[config.mk]
export PLATFORM = sky130hd
export DESIGN_NAME = qjt_divider
export DESIGN_NICKNAME = d
export VERILOG_FILES = /design/src/rtl/quintic_joint_trajectory_macros.svh /design/src/rtl/qjt_divider.sv
export SDC_FILE = /design/constraint.sdc
export NUM_CORES = 1
export LEC_CHECK = 0
export BUFFER_PORTS_ARGS = -buffer_cell sky130_fd_sc_hd__buf_2
export CAP_MARGIN = 25
export CORE_MARGIN = 5
export CORE_UTILIZATION = 56
export DETAILED_ROUTE_END_ITERATION = 8
export PLACE_DENSITY = 0.91
export SYNTH_ARGS = -nofsm -noshare
export SYNTH_HDL_FRONTEND = slang
export SYNTH_SLANG_ARGS = --single-unit
[constraint.sdc]
create_clock -name aclk -period 3.25 [get_ports aclk]
set_input_delay 0.65 -clock aclk [delete_from_list [all_inputs] [get_ports aclk]]
set_output_delay 0.65 -clock aclk [all_outputs]
set_load 0.1 [all_outputs]
[src/rtl/quintic_joint_trajectory_macros.svh]
// Assertion macros of the trajectory generator RTL.
`ifndef QUINTIC_JOINT_TRAJECTORY_MACROS_SVH
`define QUINTIC_JOINT_TRAJECTORY_MACROS_SVH
// Checks a property on every clock edge outside reset.
`define QJT_ASSERT(label, clk, rstn, prop, msg) \
    label: assert property (@(posedge clk) disable iff (!rstn) (prop)) else $error(msg);
// Checks a property on every clock edge, reset included.
`define QJT_ASSERT_ALWAYS(label, clk, prop, msg) \
    label: assert property (@(posedge clk) (prop)) else $error(msg);
`endif

[src/rtl/qjt_divider.sv]
// Restoring divider that produces one quotient bit per cycle.
module qjt_divider #(
    parameter int NW = 48,
    parameter int DW = 32
) (
    input  logic          aclk,
    input  logic          aresetn,
    input  logic          start,
    input  logic [NW-1:0] numer,
    input  logic [DW-1:0] denom,
    output logic          busy,
    output logic [NW-1:0] quot
);

    localparam int CW = $clog2(NW + 1);

    logic [NW-1:0] q_reg, q_next;
    logic [DW:0]   rem_reg, rem_next;
    logic [DW-1:0] d_reg, d_next;
    logic [CW-1:0] cnt_reg, cnt_next;
    logic          busy_reg, busy_next;
    logic [DW:0]   trial;

    always_comb begin
        q_next = q_reg;
        rem_next = rem_reg;
        d_next = d_reg;
        cnt_next = cnt_reg;
        busy_next = busy_reg;
        trial = {rem_reg[DW-1:0], q_reg[NW-1]};
        if (start) begin
            q_next = numer;
            rem_next = '0;
            d_next = denom;
            cnt_next = CW'(NW);
            busy_next = 1'b1;
        end else if (busy_reg) begin
            if (trial >= {1'b0, d_reg}) begin
                rem_next = trial - {1'b0, d_reg};
                q_next = {q_reg[NW-2:0], 1'b1};
            end else begin
                rem_next = trial;
                q_next = {q_reg[NW-2:0], 1'b0};
            end
            cnt_next = cnt_reg - 1'b1;
            if (cnt_reg == CW'(1)) begin
                busy_next = 1'b0;
            end
        end
    end

    always_ff @(posedge aclk) begin
        if (!aresetn) begin
            busy_reg <= 1'b0;
            cnt_reg <= '0;
        end else begin
            busy_reg <= busy_next;
            cnt_reg <= cnt_next;
        end
        q_reg <= q_next;
        rem_reg <= rem_next;
        d_reg <= d_next;
    end

    assign busy = busy_reg;
    assign quot = q_reg;

endmodule

; ---- Word level (Yosys, flattened, before mapping)
; Index checks and enable logic that the tools add are counted.
[word_totals]
ff_bits = 119
input_bits = 83
output_inout_bits = 49
elab_cells = 22
[op_classes]
addsub = 2
magnitude_cmp = 1
eq_ne = 1
muxes = 9
n_bitwise = 1
reduce_logical = 2
[op_table]
columns = cell, count
row1 = 48-bit two-way mux, 2
row2 = 33-bit by 32-bit greater-or-equal comparator with 1-bit output, 1
row3 = 32-bit two-way mux, 1
row4 = 32-bit subtractor, 1
row5 = 6-bit two-way mux, 2
row6 = "6-bit by 1-bit equality test with 1-bit output, second input constant", 1
row7 = "6-bit by 1-bit subtractor with 6-bit output, second input constant", 1
row8 = 1-bit two-way mux, 4
row9 = 2-bit nonzero test, 1
row10 = 2-bit OR reduction, 1
row11 = 1-bit inverter, 1

; ---- Logic depth before layout (Yosys ltp)
; Gate-level depths: netlist of run 1.
[depth]
depth_word = 4
ltp_mapped = 14
ltp_nobuf = 12

; ---- Worst setup path before layout of run 1
; Ideal clock, no wire load.
[synth_timing]
path_kind = reg2reg
startpoint = register q_reg[47], in the netlist quot[47]
endpoint = register rem_reg[28]
setup_time_ns = 0.086
t_arrival_ns = 3.406
required_time_ns = 3.164
setup_slack_ns = -0.241
path_stages_with_launch = 13
n_path_buf = 0
period_less_slack_ns = 3.491
cell_sequence = edfxtp_1 > inv_1 > ha_1 > fa_1 > nor2b_1 > o31ai_1 > and2_1 > o31a_1 > or4_1 > a21oi_1 > o21ai_0 > xor2_1 > o31ai_2
[synth_between]
elab_chain_len = 2
elab_cells_between_ends = 3
cone_classes = 1 x add/sub / 1 x order compare / 1 x mux
[synth_rtl]
columns = element, line_no
row1 = start: declaration, qjt_divider.sv:17  ; logic [NW-1:0] q_reg, q_next;
row2 = start signal: assignment, qjt_divider.sv:60  ; q_reg <= q_next;
row3 = 32-bit subtractor / 33-bit by 32-bit greater-or-equal comparator with 1-bit output (equally long branches), "qjt_divider.sv:39, qjt_divider.sv:38"
row4 = 32-bit two-way mux (*), qjt_divider.sv:38  ; if (trial >= {1'b0, d_reg}) begin
row5 = end signal: assignment, qjt_divider.sv:61  ; rem_reg <= rem_next;
row6 = end: declaration, qjt_divider.sv:18  ; logic [DW:0] rem_reg, rem_next;
; Mark *: on every way between the ends. The rest lies on a longest branch, timed or not.
; A chain may end at the register's enable or synchronous reset.

; ---- Final worst setup path of run 1
[layout_timing]
startpoint = register d_reg[12]
endpoint = register rem_reg[31]
[layout_between]
elab_chain_len = 2
elab_cells_between_ends = 3
cone_classes = 1 x add/sub / 1 x order compare / 1 x mux
[layout_rtl]
columns = element, line_no
row1 = start: declaration, qjt_divider.sv:19  ; logic [DW-1:0] d_reg, d_next;
row2 = start signal: assignment, qjt_divider.sv:62  ; d_reg <= d_next;
row3 = 32-bit subtractor / 33-bit by 32-bit greater-or-equal comparator with 1-bit output (equally long branches), "qjt_divider.sv:39, qjt_divider.sv:38"
row4 = 32-bit two-way mux (*), qjt_divider.sv:38
; Marked as above.

==> flow_summary.ini, run 1 <==
[sta]
slew_violations = 0
slew_headroom = 0.534
clock-skew-final_ns = 0.0119
tightest_slew_ns = 0.700
final_hold_viol_count = 0
grt_setup_unrepaired = no
setup_viol = 0
whs_ns = 0.406
fmax_ghz = 0.327
fin_crit_ns = 3.06
post-route-worst-setup-slack_ns = 0.190
finalCritPeriodShare = 0.941
finalSetupTns_ns = 0

[synthesis]
ys_seq_area_frac = 0.490
yosysWarnings = 0
synth_area_leaders = edfxtp_1 37%, dfxtp_1 12%, mux2_2 8.3%
ys.flop_type = edfxtp_1
ys_seq_elements = 119
synth_edf_count = 80
ys_top_cells_by_count = 80 x edfxtp_1, 48 x mux2_2, 43 x nand2_1, 42 x inv_1, 41 x nor2_1
syn_avg_cell_area_sq_um = 11.1
synth_top_area_cell = edfxtp_1
synth.net_count = 702
synth.most_common_cell = edfxtp_1
ys_types = 60
syn-cell-area_sq_mm = 0.00649
synth-async-reset-ratio = 0
synth_top_area_frac = 0.370
post_synth_inst_count = 584

[placed_design]
place_ws_ns = 0.122
gp_congestion = 0.949
dpl.hpwl_um = 11500
port_buffers = 131

[critical_path]
reg2reg_from = d_reg[12]
critical_path.max_fanout = 9
crit_type = reg -> reg
timing.rr.end = rem_reg[31]
reg2reg_slack_ns = 0.19
critPathLaunchType = register
arrival_ns = 3.37
required_ns = 3.56
r2r_cells = 11
end_kind = register
cp-startpoint = d_reg[12]

[die]
initial_core_util = 0.571
rows = 39
core_area_sq_mm = 0.0114
die_h_um = 118
dieArea_sq_mm = 0.0138
die_x_um = 118
ios = 132

[cts]
cts_tree = done
cts_buffers = 17
cts_setup_buffers = 0
cts_buffer_depth = 2
cts_hold_buf = 0
clkSinkCount = 119
clock_latency_ns = 0.42
post_cts_resized = 0
path_clk_slew_ns = 0.06
root_buffer = clkbuf_16
htree_levels = 4

[finish]
largest_reg_flops = 48
nNetsFinal = 835
layout-drive-gt1-share = 0.321
nFillCells = 799
area_growth_pct = 20.9
diodes = 0

[min_path]
min_path_cells = 1
hold_start = denom[27]
hold_class = in -> reg
min_to = d_reg[27]

[drt]
num_vias = 5042
final_antenna_net_count = 0
drt_iter0_drc = 380
drt_pass1_iterations = 6
routed_via_density = 5.78
post_drt_wl_per_cell_um = 17.8
drcViolationCount = 0
drt-total-wl_um = 15600

[global_routing]
grt_use_total = 0.225
grt_pass1_vias = 5192
antenna_found_initial = 0
grt_first_pass_wirelength_um = 25500
grt_overflow = 0
grt_max_degree = 49

[outcome]
status = completed

[power_and_ir_drop]
ir_drop_mv = 0.486
p_leak_uw = 0.00347
power_density_mw_per_mm2 = 615

[flow_run]
max_cap_viol_count = 0
[placed cells by master, fill, tap and decap left out, types with 3 or more instances in the layout]
master / count
a211oi_1: 17
a21boi_0: 3
a21o_1: 7
a21oi_1: 29
a31oi_1: 3
a32oi_1: 4
and2_1: 4
buf_2: 130
buf_4: 10
clkbuf_16: 17
clkinv_4: 4
dfxtp_1: 39
edfxtp_1: 80
ha_1: 33
inv_1: 41
inv_6: 3
mux2_2: 48
mux2i_1: 23
nand2_1: 43
nand2b_1: 4
nand3_1: 9
nand4_1: 10
nor2_1: 41
nor3_1: 4
o211ai_1: 3
o21a_1: 6
o21ai_0: 26
o21ai_1: 3
o31ai_1: 7
xnor2_1: 21
xor2_1: 14
[worst max-delay path by stage]
stage	to	slack, ns	depth (start not counted)
after floorplan	rem_reg[28]	-0.01	12
after global placement	rem_reg[15]	0.29	12
after detailed placement	rem_reg[15]	0.12	12
after CTS	rem_reg[18]	0.08	12
after global routing	rem_reg[31]	0.07	11
final	rem_reg[31]	0.19	11
[through the flow]
| step | utilization | total power [uW] | instances | area [sq um] |
|---|---|---|---|---|
| final | 0.691 | 4830 | 873 | 7850 |
| after global routing | 0.691 | 5020 | 873 | 7850 |
| after CTS | 0.690 | 4850 | 872 | 7850 |
| after detailed placement | 0.639 | 3010 | 840 | 7270 |
| after global placement | 0.639 | 2980 | 840 | 7270 |
| after floorplan | - | 2770 | 584 | 6500 |
[worst max-delay path: stages, from the launching register on]
cell,delay (ns)
edfxtp_1,0.32
inv_1,0.04
ha_1,0.48
nand4_1,0.20
nor3_1,0.32
nand2_1,0.12
o211ai_2,0.28
a31oi_1,0.20
o31ai_1,0.46
a41o_1,0.26
xnor2_1,0.08
o31ai_1,0.21
[layer usage]
layer / GRT usage / wire [um] / vias up
li1: - / - / 2404
met1: 0.269 / 6330 / 2405
met2: 0.369 / 7580 / 209
met3: 0.0865 / 1390 / 24
met4: 0.0824 / 282 / 0
met5: 0 / 0 / -
[power breakdown]
group          internal, uW  total [uW]  switching (uW)
sequential             1760        1840            72.4
clock                  1130        1840             707
combinational           315        1160             841
total                  3210        4830            1620
[logic make-up after synthesis]
| logic type | after synthesis | synth area share |
|---|---|---|
| flip-flops | 119 | 0.490 |
| AND/OR/NAND/NOR | 125 | 0.0867 |
| buffers and inverters | 69 | 0.0474 |
| multiplexers | 71 | 0.119 |
| AO/OA/AOI/OAI | 130 | 0.141 |
| adder cells (fa/ha/maj) | 35 | 0.0686 |
| XOR/XNOR | 35 | 0.0472 |
[cell type report]
cell class	count	area, sq um	area share
flip-flops and latches	119	3180	0.405
multi-input cells	396	3010	0.383
repair buffers	141	746	0.0950
clock buffers	18	429	0.0547
well taps	143	179	0.0228
inverters	42	158	0.0201
clock inverters	14	150	0.0191
Power figures use the tool's default switching activity.
==> run 2: changes to the inputs <==
--- a/config.mk
+++ b/config.mk
@@ -9,6 +9,7 @@
 export CAP_MARGIN = 25
 export CORE_MARGIN = 5
 export CORE_UTILIZATION = 56
+export CTS_BUF_LIST = sky130_fd_sc_hd__clkbuf_16
 export DETAILED_ROUTE_END_ITERATION = 8
 export PLACE_DENSITY = 0.91
 export SYNTH_ARGS = -nofsm -noshare
==> run 2 against run 1 <==
Against the previous run: fmax rose by 0.55%; sequential share of layout area did not move; sequential power about the same; routed wire length rose by 0.17%; register-to-register slack better by 0.02 ns; setup slack improved by 0.017 ns; flip-flop and latch count stayed put; clock power barely moved; critical path depth is the same; combinational power about the same; final cell count did not move; critical path type unchanged; critical endpoint unchanged.
==> flow_summary.ini, run 2 (synthesis gave the netlist of run 1 again) <==
[cts]
cts_buffers = 17
clock_latency_ns = 0.42
root_buffer = clkbuf_16
cts_hold_buf = 0
htree_levels = 4
cts_setup_buffers = 0
cts_tree = done
clkSinkCount = 119
post_cts_resized = 0
path_clk_slew_ns = 0.06
cts_buffer_depth = 2

[critical_path]
cpMaxStageDelayCell = ha_1
path_common_cell = o31ai_1
required_ns = 3.56
end_kind = register
crit_type = reg -> reg
cpLargestDelayFamily = compound AO/OA/AOI/OAI gates
critical_path.max_fanout = 9
path_cells = inv_1, ha_1, nand4_1, nor3_1, nand2_1, o211ai_2, a31oi_1, o31ai_1, a41o_1, xnor2_1, o31ai_1
arrival_ns = 3.36
critPathMaxStageDelay_ns = 0.48
cp_num_buf_inv = 1
critPathLaunchType = register

[sta]
tightest_slew_ns = 0.703
setup_viol = 0
final_hold_viol_count = 0
whs_ns = 0.407
fmax_ghz = 0.329
grt_setup_unrepaired = no
finalCritPeriodShare = 0.936
fin_crit_ns = 3.04
clock-skew-final_ns = 0.0119
slew_headroom = 0.531
slew_violations = 0

[drt]
drt_pass1_iterations = 6
num_vias = 5046
routed_via_density = 5.78
final_antenna_net_count = 0
post_drt_wl_per_cell_um = 17.9
drcViolationCount = 0
drt-total-wl_um = 15600
drt_iter0_drc = 380

[placed_design]
gp_congestion = 0.949
dp.cells = 840
port_buffers = 131
place_area_sq_mm = 0.00727
dpl.hpwl_um = 11500

[die]
die_h_um = 118
core_area_sq_mm = 0.0114
rows = 39
dieArea_sq_mm = 0.0138
initial_core_util = 0.571
ios = 132
die_x_um = 118

[finish]
final_common_cell = buf_2
fin_cells = 873
layout-drive-gt1-share = 0.321
nNetsFinal = 835
largest_reg_flops = 48
diodes = 0
area_growth_pct = 20.9
stdcell_area_sq_mm = 0.00785
mostFrequentLayoutCells = 130 x buf_2, 80 x edfxtp_1, 48 x mux2_2

[global_routing]
antenna_found_initial = 0
grt_max_degree = 49
grt_pass1_vias = 5192
grt_first_pass_wirelength_um = 25500
grt_overflow = 0
grt_use_total = 0.225

[outcome]
status = completed

[flow_run]
max_cap_viol_count = 0

[power_and_ir_drop]
p_leak_uw = 0.00348
total_power_uw = 4830
power_density_mw_per_mm2 = 615
ir_drop_mv = 0.486

[min_path]
hold_class = in -> reg
[run 2: stage by stage]
step	setup TNS, ns	setup WS, ns	util
global placement	0	0.290	0.639
CTS	0	0.0800	0.690
detailed placement	0	0.122	0.639
floorplan	-0.0104	-0.0104	-
global route	0	0.0687	0.691
finish	0	0.207	0.691
[run 2: final timing paths]
check	end	startpoint	slack (ns)	cells past startpoint
min reg2reg	rem_reg[7]	rem_reg[7]	0.49	2
min	d_reg[27]	denom[27]	0.41	1
max	rem_reg[31]	d_reg[12]	0.21	11
max reg2reg	rem_reg[31]	d_reg[12]	0.21	11
[run 2: routing by layer]
metal	vias up	part of all wire	track usage
li1	2405	-	-
met3	24	0.091	0.0865
met2	212	0.49	0.369
met1	2405	0.40	0.269
met4	0	0.018	0.0824
met5	-	0	0
[run 2: area by class of cell]
cell class,instances,area (sq um)
clock buffer,17,425
clock inverter,15,154
fill,799,3520
inverter,42,158
multi-input combinational,396,3010
sequential,119,3180
tap,143,179
timing repair buffer,141,746
[run 2: report_power, final]
group / leakage [uW] / total, uW / internal, uW / switching (uW)
combinational: 0.00208 / 1160 / 315 / 842
clock: 0.000283 / 1840 / 1130 / 707
sequential: 0.00112 / 1840 / 1760 / 72.5
total: 0.00348 / 4830 / 3210 / 1620
