<file path="src/rtl/quintic_joint_trajectory_macros.svh">
// Assertion macros of the trajectory generator RTL.
`ifndef QUINTIC_JOINT_TRAJECTORY_MACROS_SVH
`define QUINTIC_JOINT_TRAJECTORY_MACROS_SVH
// Checks a property on every clock edge outside reset.
`define QJT_ASSERT(label, clk, rstn, prop, msg) \
    label: assert property (@(posedge clk) disable iff (!rstn) (prop)) else $error(msg);
// Checks a property on every clock edge, reset included.
`define QJT_ASSERT_ALWAYS(label, clk, prop, msg) \
    label: assert property (@(posedge clk) (prop)) else $error(msg);
`endif

</file>
<file path="src/rtl/qjt_pkg.sv">
// Package with payload types, phase codes and constants of the trajectory generator.
package qjt_pkg;

    localparam int NJ = 3;

    typedef enum logic [1:0] {
        PHASE_IDLE    = 2'd0,
        PHASE_STARTED = 2'd1,
        PHASE_MOVING  = 2'd2,
        PHASE_ARRIVED = 2'd3
    } phase_t;

    typedef enum logic [1:0] {
        CFG_MAX_SPEED    = 2'd0,
        CFG_MIN_DURATION = 2'd1,
        CFG_SAMPLE_TIME  = 2'd2,
        CFG_RELATIVE     = 2'd3
    } cfg_index_t;

    typedef enum logic [3:0] {
        ST_IDLE,
        ST_SDIV,
        ST_DIVW,
        ST_POW,
        ST_POLY,
        ST_LERP,
        ST_LERPW,
        ST_OUT
    } state_t;

    typedef struct packed {
        logic               kind;
        logic signed [31:0] start_joint0;
        logic signed [31:0] start_joint1;
        logic signed [31:0] start_joint2;
        logic signed [31:0] target_joint0;
        logic signed [31:0] target_joint1;
        logic signed [31:0] target_joint2;
    } in_word_t;

    typedef struct packed {
        logic signed [31:0] pos_joint0;
        logic signed [31:0] pos_joint1;
        logic signed [31:0] pos_joint2;
        logic [1:0]         phase;
        logic [31:0]        move_time;
    } out_word_t;

    // Control from the sequencer to the lanes.
    typedef struct packed {
        logic div_start;
        logic lerp_start;
    } lane_ctl_t;

endpackage

</file>
<file path="src/rtl/qjt_divider.sv">
// Restoring divider that produces one quotient bit per cycle.
module qjt_divider #(
    parameter int NW = 48,
    parameter int DW = 32
) (
    input  logic          aclk,
    input  logic          aresetn,
    input  logic          start,
    input  logic [NW-1:0] numer,
    input  logic [DW-1:0] denom,
    output logic          busy,
    output logic [NW-1:0] quot
);

    localparam int CW = $clog2(NW + 1);

    logic [NW-1:0] q_reg, q_next;
    logic [DW:0]   rem_reg, rem_next;
    logic [DW-1:0] d_reg, d_next;
    logic [CW-1:0] cnt_reg, cnt_next;
    logic          busy_reg, busy_next;
    logic [DW:0]   trial;

    always_comb begin
        q_next = q_reg;
        rem_next = rem_reg;
        d_next = d_reg;
        cnt_next = cnt_reg;
        busy_next = busy_reg;
        trial = {rem_reg[DW-1:0], q_reg[NW-1]};
        if (start) begin
            q_next = numer;
            rem_next = '0;
            d_next = denom;
            cnt_next = CW'(NW);
            busy_next = 1'b1;
        end else if (busy_reg) begin
            if (trial >= {1'b0, d_reg}) begin
                rem_next = trial - {1'b0, d_reg};
                q_next = {q_reg[NW-2:0], 1'b1};
            end else begin
                rem_next = trial;
                q_next = {q_reg[NW-2:0], 1'b0};
            end
            cnt_next = cnt_reg - 1'b1;
            if (cnt_reg == CW'(1)) begin
                busy_next = 1'b0;
            end
        end
    end

    always_ff @(posedge aclk) begin
        if (!aresetn) begin
            busy_reg <= 1'b0;
            cnt_reg <= '0;
        end else begin
            busy_reg <= busy_next;
            cnt_reg <= cnt_next;
        end
        q_reg <= q_next;
        rem_reg <= rem_next;
        d_reg <= d_next;
    end

    assign busy = busy_reg;
    assign quot = q_reg;

endmodule

</file>
<file path="src/rtl/qjt_lane.sv">
// One joint lane: goal capture, move-time division and blended position.
module qjt_lane #(
    parameter int FB = 16
) (
    input  logic               aclk,
    input  logic               aresetn,
    input  logic               load,
    input  logic signed [31:0] start_in,
    input  logic signed [31:0] target_in,
    input  logic               relative,
    input  logic [31:0]        speed,
    input  logic [31:0]        min_dur,
    input  qjt_pkg::lane_ctl_t ctl,
    input  logic [FB:0]        r_in,
    output logic               busy,
    output logic [31:0]        move_t,
    output logic signed [31:0] start_q,
    output logic signed [31:0] goal_q,
    output logic signed [31:0] blend
);

    localparam int NW = 32 + FB;

    logic signed [31:0] start_reg, goal_reg;
    logic signed [32:0] sum;
    logic signed [31:0] goal_new;
    logic signed [32:0] dlt;
    logic [31:0]        mag;
    logic [NW-1:0]      numer, quot;
    logic               dbusy;
    logic [NW:0]        tsum;
    logic [32:0]        dmag_reg;
    logic               dneg_reg;
    logic [32+FB:0]     prod_reg;
    logic [32:0]        dmag;
    logic [32+FB-FB:0]  qmag;

    assign sum = 33'(start_in) + 33'(target_in);
    always_comb begin
        if (!relative) begin
            goal_new = target_in;
        end else if (sum > 33'sd2147483647) begin
            goal_new = 32'sh7fffffff;
        end else if (sum < -33'sd2147483648) begin
            goal_new = 32'sh80000000;
        end else begin
            goal_new = sum[31:0];
        end
    end

    assign dlt = 33'(goal_new) - 33'(start_in);
    assign mag = dlt[32] ? 32'(-dlt) : dlt[31:0];
    assign numer = {mag, {FB{1'b0}}};

    always_ff @(posedge aclk) begin
        if (!aresetn) begin
            start_reg <= '0;
            goal_reg <= '0;
        end else if (load) begin
            start_reg <= start_in;
            goal_reg <= goal_new;
        end
    end

    qjt_divider #(.NW(NW), .DW(32)) u_div (
        .aclk(aclk), .aresetn(aresetn), .start(ctl.div_start && load),
        .numer(numer), .denom(speed), .busy(dbusy), .quot(quot)
    );

    assign tsum = {1'b0, quot} + (NW + 1)'(min_dur);
    assign move_t = (tsum > (NW + 1)'(32'hffffffff)) ? 32'hffffffff : tsum[31:0];
    assign busy = dbusy;

    // Interpolation: one multiply registered, then scale and sign.
    assign dmag = (33'(goal_reg) - 33'(start_reg));
    always_ff @(posedge aclk) begin
        if (ctl.lerp_start) begin
            dneg_reg <= dmag[32];
            dmag_reg <= dmag[32] ? -dmag : dmag;
        end
        prod_reg <= (33 + FB)'(dmag_reg) * (33 + FB)'(r_in);
    end
    assign qmag = prod_reg[32+FB:FB];
    assign blend = dneg_reg ? 32'(33'(start_reg) - qmag) : 32'(33'(start_reg) + qmag);
    assign start_q = start_reg;
    assign goal_q = goal_reg;

endmodule

</file>
<file path="config.mk">
export PLATFORM = sky130hd
export DESIGN_NAME = qjt_lane
export DESIGN_NICKNAME = d
export VERILOG_FILES = /design/src/rtl/quintic_joint_trajectory_macros.svh /design/src/rtl/qjt_pkg.sv /design/src/rtl/qjt_divider.sv /design/src/rtl/qjt_lane.sv
export SDC_FILE = /design/constraint.sdc
export NUM_CORES = 2
export LEC_CHECK = 0
export BUFFER_PORTS_ARGS = -buffer_cell sky130_fd_sc_hd__buf_2
export CAP_MARGIN = 20
export CORE_MARGIN = 4
export CORE_UTILIZATION = 45
export CTS_BUF_LIST = sky130_fd_sc_hd__clkbuf_2
export DETAILED_ROUTE_END_ITERATION = 10
export SYNTH_ARGS = -nofsm -noshare
export SYNTH_HDL_FRONTEND = slang
export SYNTH_SLANG_ARGS = --single-unit
</file>
<file path="constraint.sdc">
create_clock -name aclk -period 12.1 [get_ports aclk]
set_clock_uncertainty 0.15 [all_clocks]
set_input_delay 3.025 -clock aclk [delete_from_list [all_inputs] [get_ports aclk]]
set_output_delay 3.025 -clock aclk [all_outputs]
set_load 0.01 [all_outputs]
</file>
* Yosys cells after proc, flatten, opt, wreduce, memory -nomap -nowiden
Index checks and enable logic that the tools add are counted.
Word-level totals: bits in latches 0, logic and storage cells 49, input bits 151, register bits after elaboration 265, RAM bits 0, ROM bits 0, output and inout bits 129, memories kept 0
Operators by class: multipliers 1, $lt $le $gt $ge 4, bitwise logic cells 1, reductions and logical operators 3, divide/modulo/power cells 0, equal/unequal tests 1, $add $sub $neg 10, shift-type cells 0, muxes and demuxes 16
Operators by type and width (count):
- 32-bit two-way mux | 8
- 48-bit two-way mux | 2
- 32-bit by 32-bit subtractor with 33-bit output | 2
- 32-bit subtractor | 2
- 48-bit by 32-bit adder with 49-bit output | 1
- 49-bit by 32-bit greater-than comparator with 1-bit output (second input constant) | 1
- 33-bit by 17-bit multiplier with 48-bit output | 1
- 32-bit by 32-bit adder with 33-bit output | 1
- 33-bit by 32-bit greater-or-equal comparator with 1-bit output | 1
- 33-bit by 32-bit greater-than comparator with 1-bit output (second input constant) | 1
- 33-bit by 32-bit less-than comparator with 1-bit output (second input constant) | 1
- 33-bit negation | 1
- 32-bit adder | 1
- 32-bit negation | 1
- 6-bit two-way mux | 2
- 6-bit by 1-bit == test with 1-bit output (second input constant) | 1
- 6-bit by 1-bit subtractor with 6-bit output (second input constant) | 1
- 1-bit two-way mux | 4
- 2-bit nonzero test | 1
- 2-bit OR reduction | 1
- 1-bit logical AND | 1
- 1-bit NOT | 1

* Longest topological paths before layout
depth after elaboration 9, mapped depth 31, gate-level depth less buffers 28

* Cells and area by module
From an unflattened synthesis, not the netlist that was laid out.
Second synthesis, totals: cells, all modules 4510, area total of the unflattened synthesis 38884.8 µm²
Modules (own cells, without submodules):
- qjt_lane | instances 1, sequential area each 2942.8 µm², area an instance 32391.1 µm², cells an instance 3926
- qjt_divider | instances 1, sequential area each 3183.1 µm², area an instance 6493.7 µm², cells an instance 584

* Worst setup path after synthesis
OpenSTA, ideal clock, no wires.
path type in2reg, start input start_in[0], end register u_div.q_reg[44], in the netlist u_div.quot[44], data pin, data arrival time 9.656 ns, data required time 11.686 ns, setup time 0.264 ns, path buffers 1, setup slack 2.030 ns, cell stages on the path 29, cell sequence ha_1 -> inv_1 -> fa_1 -> nor2b_1 -> o21a_1 -> o21ai_0 -> a21boi_0 -> nor4b_1 -> or4b_2 -> nand4_1 -> nand4_1 -> nand2_1 -> clkbuf_1 -> maj3_1 -> mux2i_1 -> ha_1 -> fa_1 -> nor2b_4 -> o31a_4 -> o211ai_2 -> a2111oi_4 -> nor2_1 -> xnor2_1 -> or4_4 -> or4_4 -> or4_4 -> o31ai_2 -> xor2_1 -> o21ai_1
Between the ends: longest elaborated chain between the ends 9, elaborated cells between the ends (all ways) 10, classes of those cells add/sub: 3; order compare: 2; mux: 5
RTL lines:
- from (decl) | line qjt_lane.sv:8 | input logic signed [31:0] start_in,
- 32-bit by 32-bit adder with 33-bit output | line qjt_lane.sv:38 | assign sum = 33'(start_in) + 33'(target_in);
- 33-bit by 32-bit less-than comparator with 1-bit output | line qjt_lane.sv:44 | end else if (sum < -33'sd2147483648) begin
- 32-bit two-way mux | line qjt_lane.sv:44
- 32-bit two-way mux | line qjt_lane.sv:42 | end else if (sum > 33'sd2147483647) begin
- 32-bit two-way mux | line qjt_lane.sv:40 | if (!relative) begin
- 32-bit by 32-bit subtractor with 33-bit output * | line qjt_lane.sv:51 | assign dlt = 33'(goal_new) - 33'(start_in);
- 32-bit negation | line qjt_lane.sv:52 | assign mag = dlt[32] ? 32'(-dlt) : dlt[31:0];
- 32-bit two-way mux * | line qjt_lane.sv:52
- 48-bit two-way mux * | line qjt_divider.sv:31 | if (start) begin
- via u_div.q_next[44] | line qjt_divider.sv:17 | logic [NW-1:0] q_reg, q_next;
- to (signal assigned) | line qjt_divider.sv:60 | q_reg <= q_next;
- to (decl) | line qjt_divider.sv:17
Mark *: on every way through the listed nets, which the timed path passes. The rest lies on a longest branch. A chain may end at the register's enable or synchronous reset.

* Final worst setup path
start input min_dur[0], end output move_t[18]
Between the ends: longest elaborated chain between the ends 3
RTL lines:
- from (decl) | line qjt_lane.sv:12 | input logic [31:0] min_dur,
- 48-bit by 32-bit adder with 49-bit output * | line qjt_lane.sv:70 | assign tsum = {1'b0, quot} + (NW + 1)'(min_dur);
- 49-bit by 32-bit greater-than comparator with 1-bit output | line qjt_lane.sv:71 | assign move_t = (tsum > (NW + 1)'(32'hffffffff)) ? 32'hffffffff : tsum[31:0];
- 32-bit two-way mux * | line qjt_lane.sv:71
- to (decl) | line qjt_lane.sv:16 | output logic [31:0] move_t,
Every way passes the cells marked *; elsewhere a longest branch is shown, timed or not.

==> flow_summary.json <==
{
  "die_x_um": 298,
  "rsz0062_at_grt": "false",
  "synth_warnings": 0,
  "fin_crit_sh_pct": 88.2,
  "fin_nets": 5632,
  "synth_cells": 4522,
  "core_area_mm2": 0.0836,
  "antenna_found_initial": 12,
  "synth_fp_nets": 5447,
  "clockBufferDepth": 3,
  "post_cts_resized": 0,
  "setup_viol": 0,
  "path_delay_family": "compound AO/OA/AOI/OAI gates",
  "final_antenna_net_count": 0,
  "whs_path_depth": 2,
  "viasPerCell": 5.49,
  "crit_path_start_kind": "primary input",
  "hold_ws_ps": 314,
  "cts_hold_buf": 0,
  "grt_overflow": 0,
  "largest_reg_flops": 48,
  "async_flop_share_pct": 0,
  "finalMaxSlewViolations": 0,
  "wl_um": 115000,
  "cts_setup_buffers": 0,
  "hold_path_class": "reg2reg",
  "die-area_mm2": 0.0888,
  "dpl.cell_count": 5711,
  "io_pins": 280,
  "worst_slew_pin_slew_ps": 1070,
  "hold_viol": 0,
  "fin_cells": 5854,
  "start_util_pct": 45.3,
  "path_cells": "buf_2, ha_1, fa_1, a21o_1, a21oi_1, o21a_1, o32ai_1, o41ai_1, a211oi_1, buf_4, a211oi_1, mux2i_1, o311a_1, nand4_1, nor4_2, buf_4, o21ai_0, buf_2",
  "cp-end-kind": "primary output",
  "worstReg2RegStart": "dmag_reg[8]",
  "fmax_mhz": 93.7,
  "synth-seq-cells": 249,
  "status": "completed",
  "yosys_most_used_dff": "dfxtp_1",
  "grt_max_degree": 96,
  "ys_types": 86,
  "cts_root_buf": "clkbuf_2",
  "grt_usage_pct": 25.9,
  "first_pass_iters": 5,
  "slowest_stage": "a211oi_1",
  "die_h_um": 298,
  "avgSynthCellArea_um2": 8.37,
  "drv_cap": 0,
  "required_ps": 8920,
  "worst_hold_path.endpoint": "u_div.rem_reg[31]",
  "cp.buffers_inverters": 4,
  "cts_max_level": 3,
  "critPathMaxFanout": 32,
  "min_period_ps": 10670,
  "cp_data_arrival_time_ps": 7500,
  "rrSetupSlack_ps": 4160,
  "clock_sinks": 249,
  "synth_edf_count": 98,
  "setup_tns_ps": 0,
  "syn_to_final_growth_pct": 8.01,
  "crit_type": "in2out",
  "drive_gt1_share_pct": 10.4,
  "drtIter0Drc": 1985,
  "row_count": 106,
  "clk_latency_ps": 1060,
  "clk_pin_slew_ps": 110,
  "dpl.hpwl_um": 90500,
  "grt_pass1_vias": 32200,
  "portBuffers": 279,
  "r2r-end": "prod_reg[41]",
  "wire_per_inst_um": 19.7,
  "cts_tree": "yes",
  "synthesis.area_mm2": 0.0378,
  "drc": 0,
  "fill_cells": 8267,
  "slowest_delay_ps": 680,
  "worst_r2r_path_depth": 25,
  "vias": 32100,
  "yosysSeqAreaShare_pct": 15.8,
  "gp_congestion": 0.906,
  "hp-start": "u_div.rem_reg[31]",
  "grt_pass1_wl_um": 182000,
  "slew_headroom_pct": 29.0,
  "cts-buffers-inserted": 74
}
==> cell usage in the layout, fill, tap and decap left out, types with 150 or more instances in the layout <==
| cell type | Yosys | final |
|---|---|---|
| nor2_1 | 226 | 226 |
| and2_1 | 155 | 155 |
| fa_1 | 467 | 467 |
| inv_1 | 652 | 651 |
| a21oi_1 | 248 | 248 |
| xnor2_1 | 182 | 182 |
| buf_2 | 8 | 278 |
| dfxtp_1 | 151 | 150 |
| ha_1 | 307 | 307 |
| o21ai_0 | 234 | 234 |
| nand2_1 | 616 | 615 |
==> worst reg2reg max path, cell delays in order, from the launching register on <==
cell and delay, ps:
edfxtp_1 900, nand2_1 200, fa_1 570, inv_1 60
fa_1 530, inv_1 60, fa_1 510, inv_1 50
fa_1 470, inv_1 50, fa_1 530, inv_1 50
fa_1 480, ha_1 320, nand4_1 110, nor2_1 60
a211o_1 270, o21ai_0 710, a211o_1 230, o211ai_1 190
a41oi_1 340, nand2b_1 150, a21boi_0 140, or4_1 470
a31oi_1 230, xnor2_1 130
==> layer usage <==
layer  up-vias  share of wire (%)  global-route usage [%]
met5         -              0.048                       0
met4         8                2.4                    6.72
met3       169                7.5                    6.15
met2       998                 45                    40.6
met1     15700                 45                    36.0
li1      15300                  -                       -
==> synth_stat cells, drive strengths merged, types with 18 or more instances <==
cell | count | area [µm²]
nand2b | 44 | 275
nor2 | 227 | 855
a21oi | 251 | 1270
edfxtp | 98 | 2940
o21bai | 32 | 240
fa | 467 | 9350
a31oi | 41 | 257
and3 | 27 | 169
nand4 | 27 | 169
o21ai | 241 | 1210
o31ai | 20 | 155
clkbuf | 192 | 722
o21a | 42 | 315
a211oi | 19 | 143
xor2 | 97 | 850
dfxtp | 151 | 3020
nor4 | 20 | 125
nand2 | 616 | 2310
ha | 307 | 3840
mux2i | 65 | 651
a21o | 110 | 826
xnor2 | 182 | 1590
nor3 | 67 | 335
inv | 652 | 2450
nand3 | 85 | 425
o21ba | 18 | 180
nor2b | 33 | 214
and2 | 155 | 970
o211ai | 27 | 208
==> final cells by class <==
type / instances / area, µm² / share of cell area [%]
inverter: 653 / 2450 / 6.00
multi-input combinational: 3416 / 28700 / 70.2
antenna: 6 / 15.0 / 0.0367
clock inverter: 33 / 229 / 0.560
timing repair buffer: 313 / 1650 / 4.05
tap: 1080 / 1350 / 3.31
sequential: 249 / 5970 / 14.6
clock buffer: 104 / 520 / 1.27
==> worst max-delay path by stage <==
stage,to,startpoint,cells after the start,slack (ps)
floorplan,u_div.quot[44],start_in[0],29,2030
detailed placement,u_div.quot[44],start_in[0],29,890
global route,move_t[18],min_dur[0],18,1010
finish,move_t[18],min_dur[0],18,1430
global placement,u_div.quot[44],start_in[0],29,1010
CTS,move_t[18],min_dur[0],18,1430
==> per-stage QoR <==
step	util [%]	instance area (µm²)	setup slack (ps)
2_1_floorplan	-	37800	2030
3_3_place_gp	48.0	40100	1010
3_5_place_dp	48.0	40100	893
4_1_cts	48.9	40800	1430
5_1_grt	48.9	40900	1010
6_report	48.9	40900	1430
==> kinds of logic after synthesis <==
kind of cell             share of synthesized area (%)
AND/OR/NAND/NOR                                   17.0
XOR/XNOR                                          6.46
adder cells (fa/ha/maj)                           35.2
buffers and inverters                             8.53
flip-flops                                        15.8
multiplexers                                      1.96
AO/OA/AOI/OAI                                     15.0
Power is left out: the tool's default activity adds up to more than one toggle a clock period on the data nets, which glitch-free logic cannot reach.
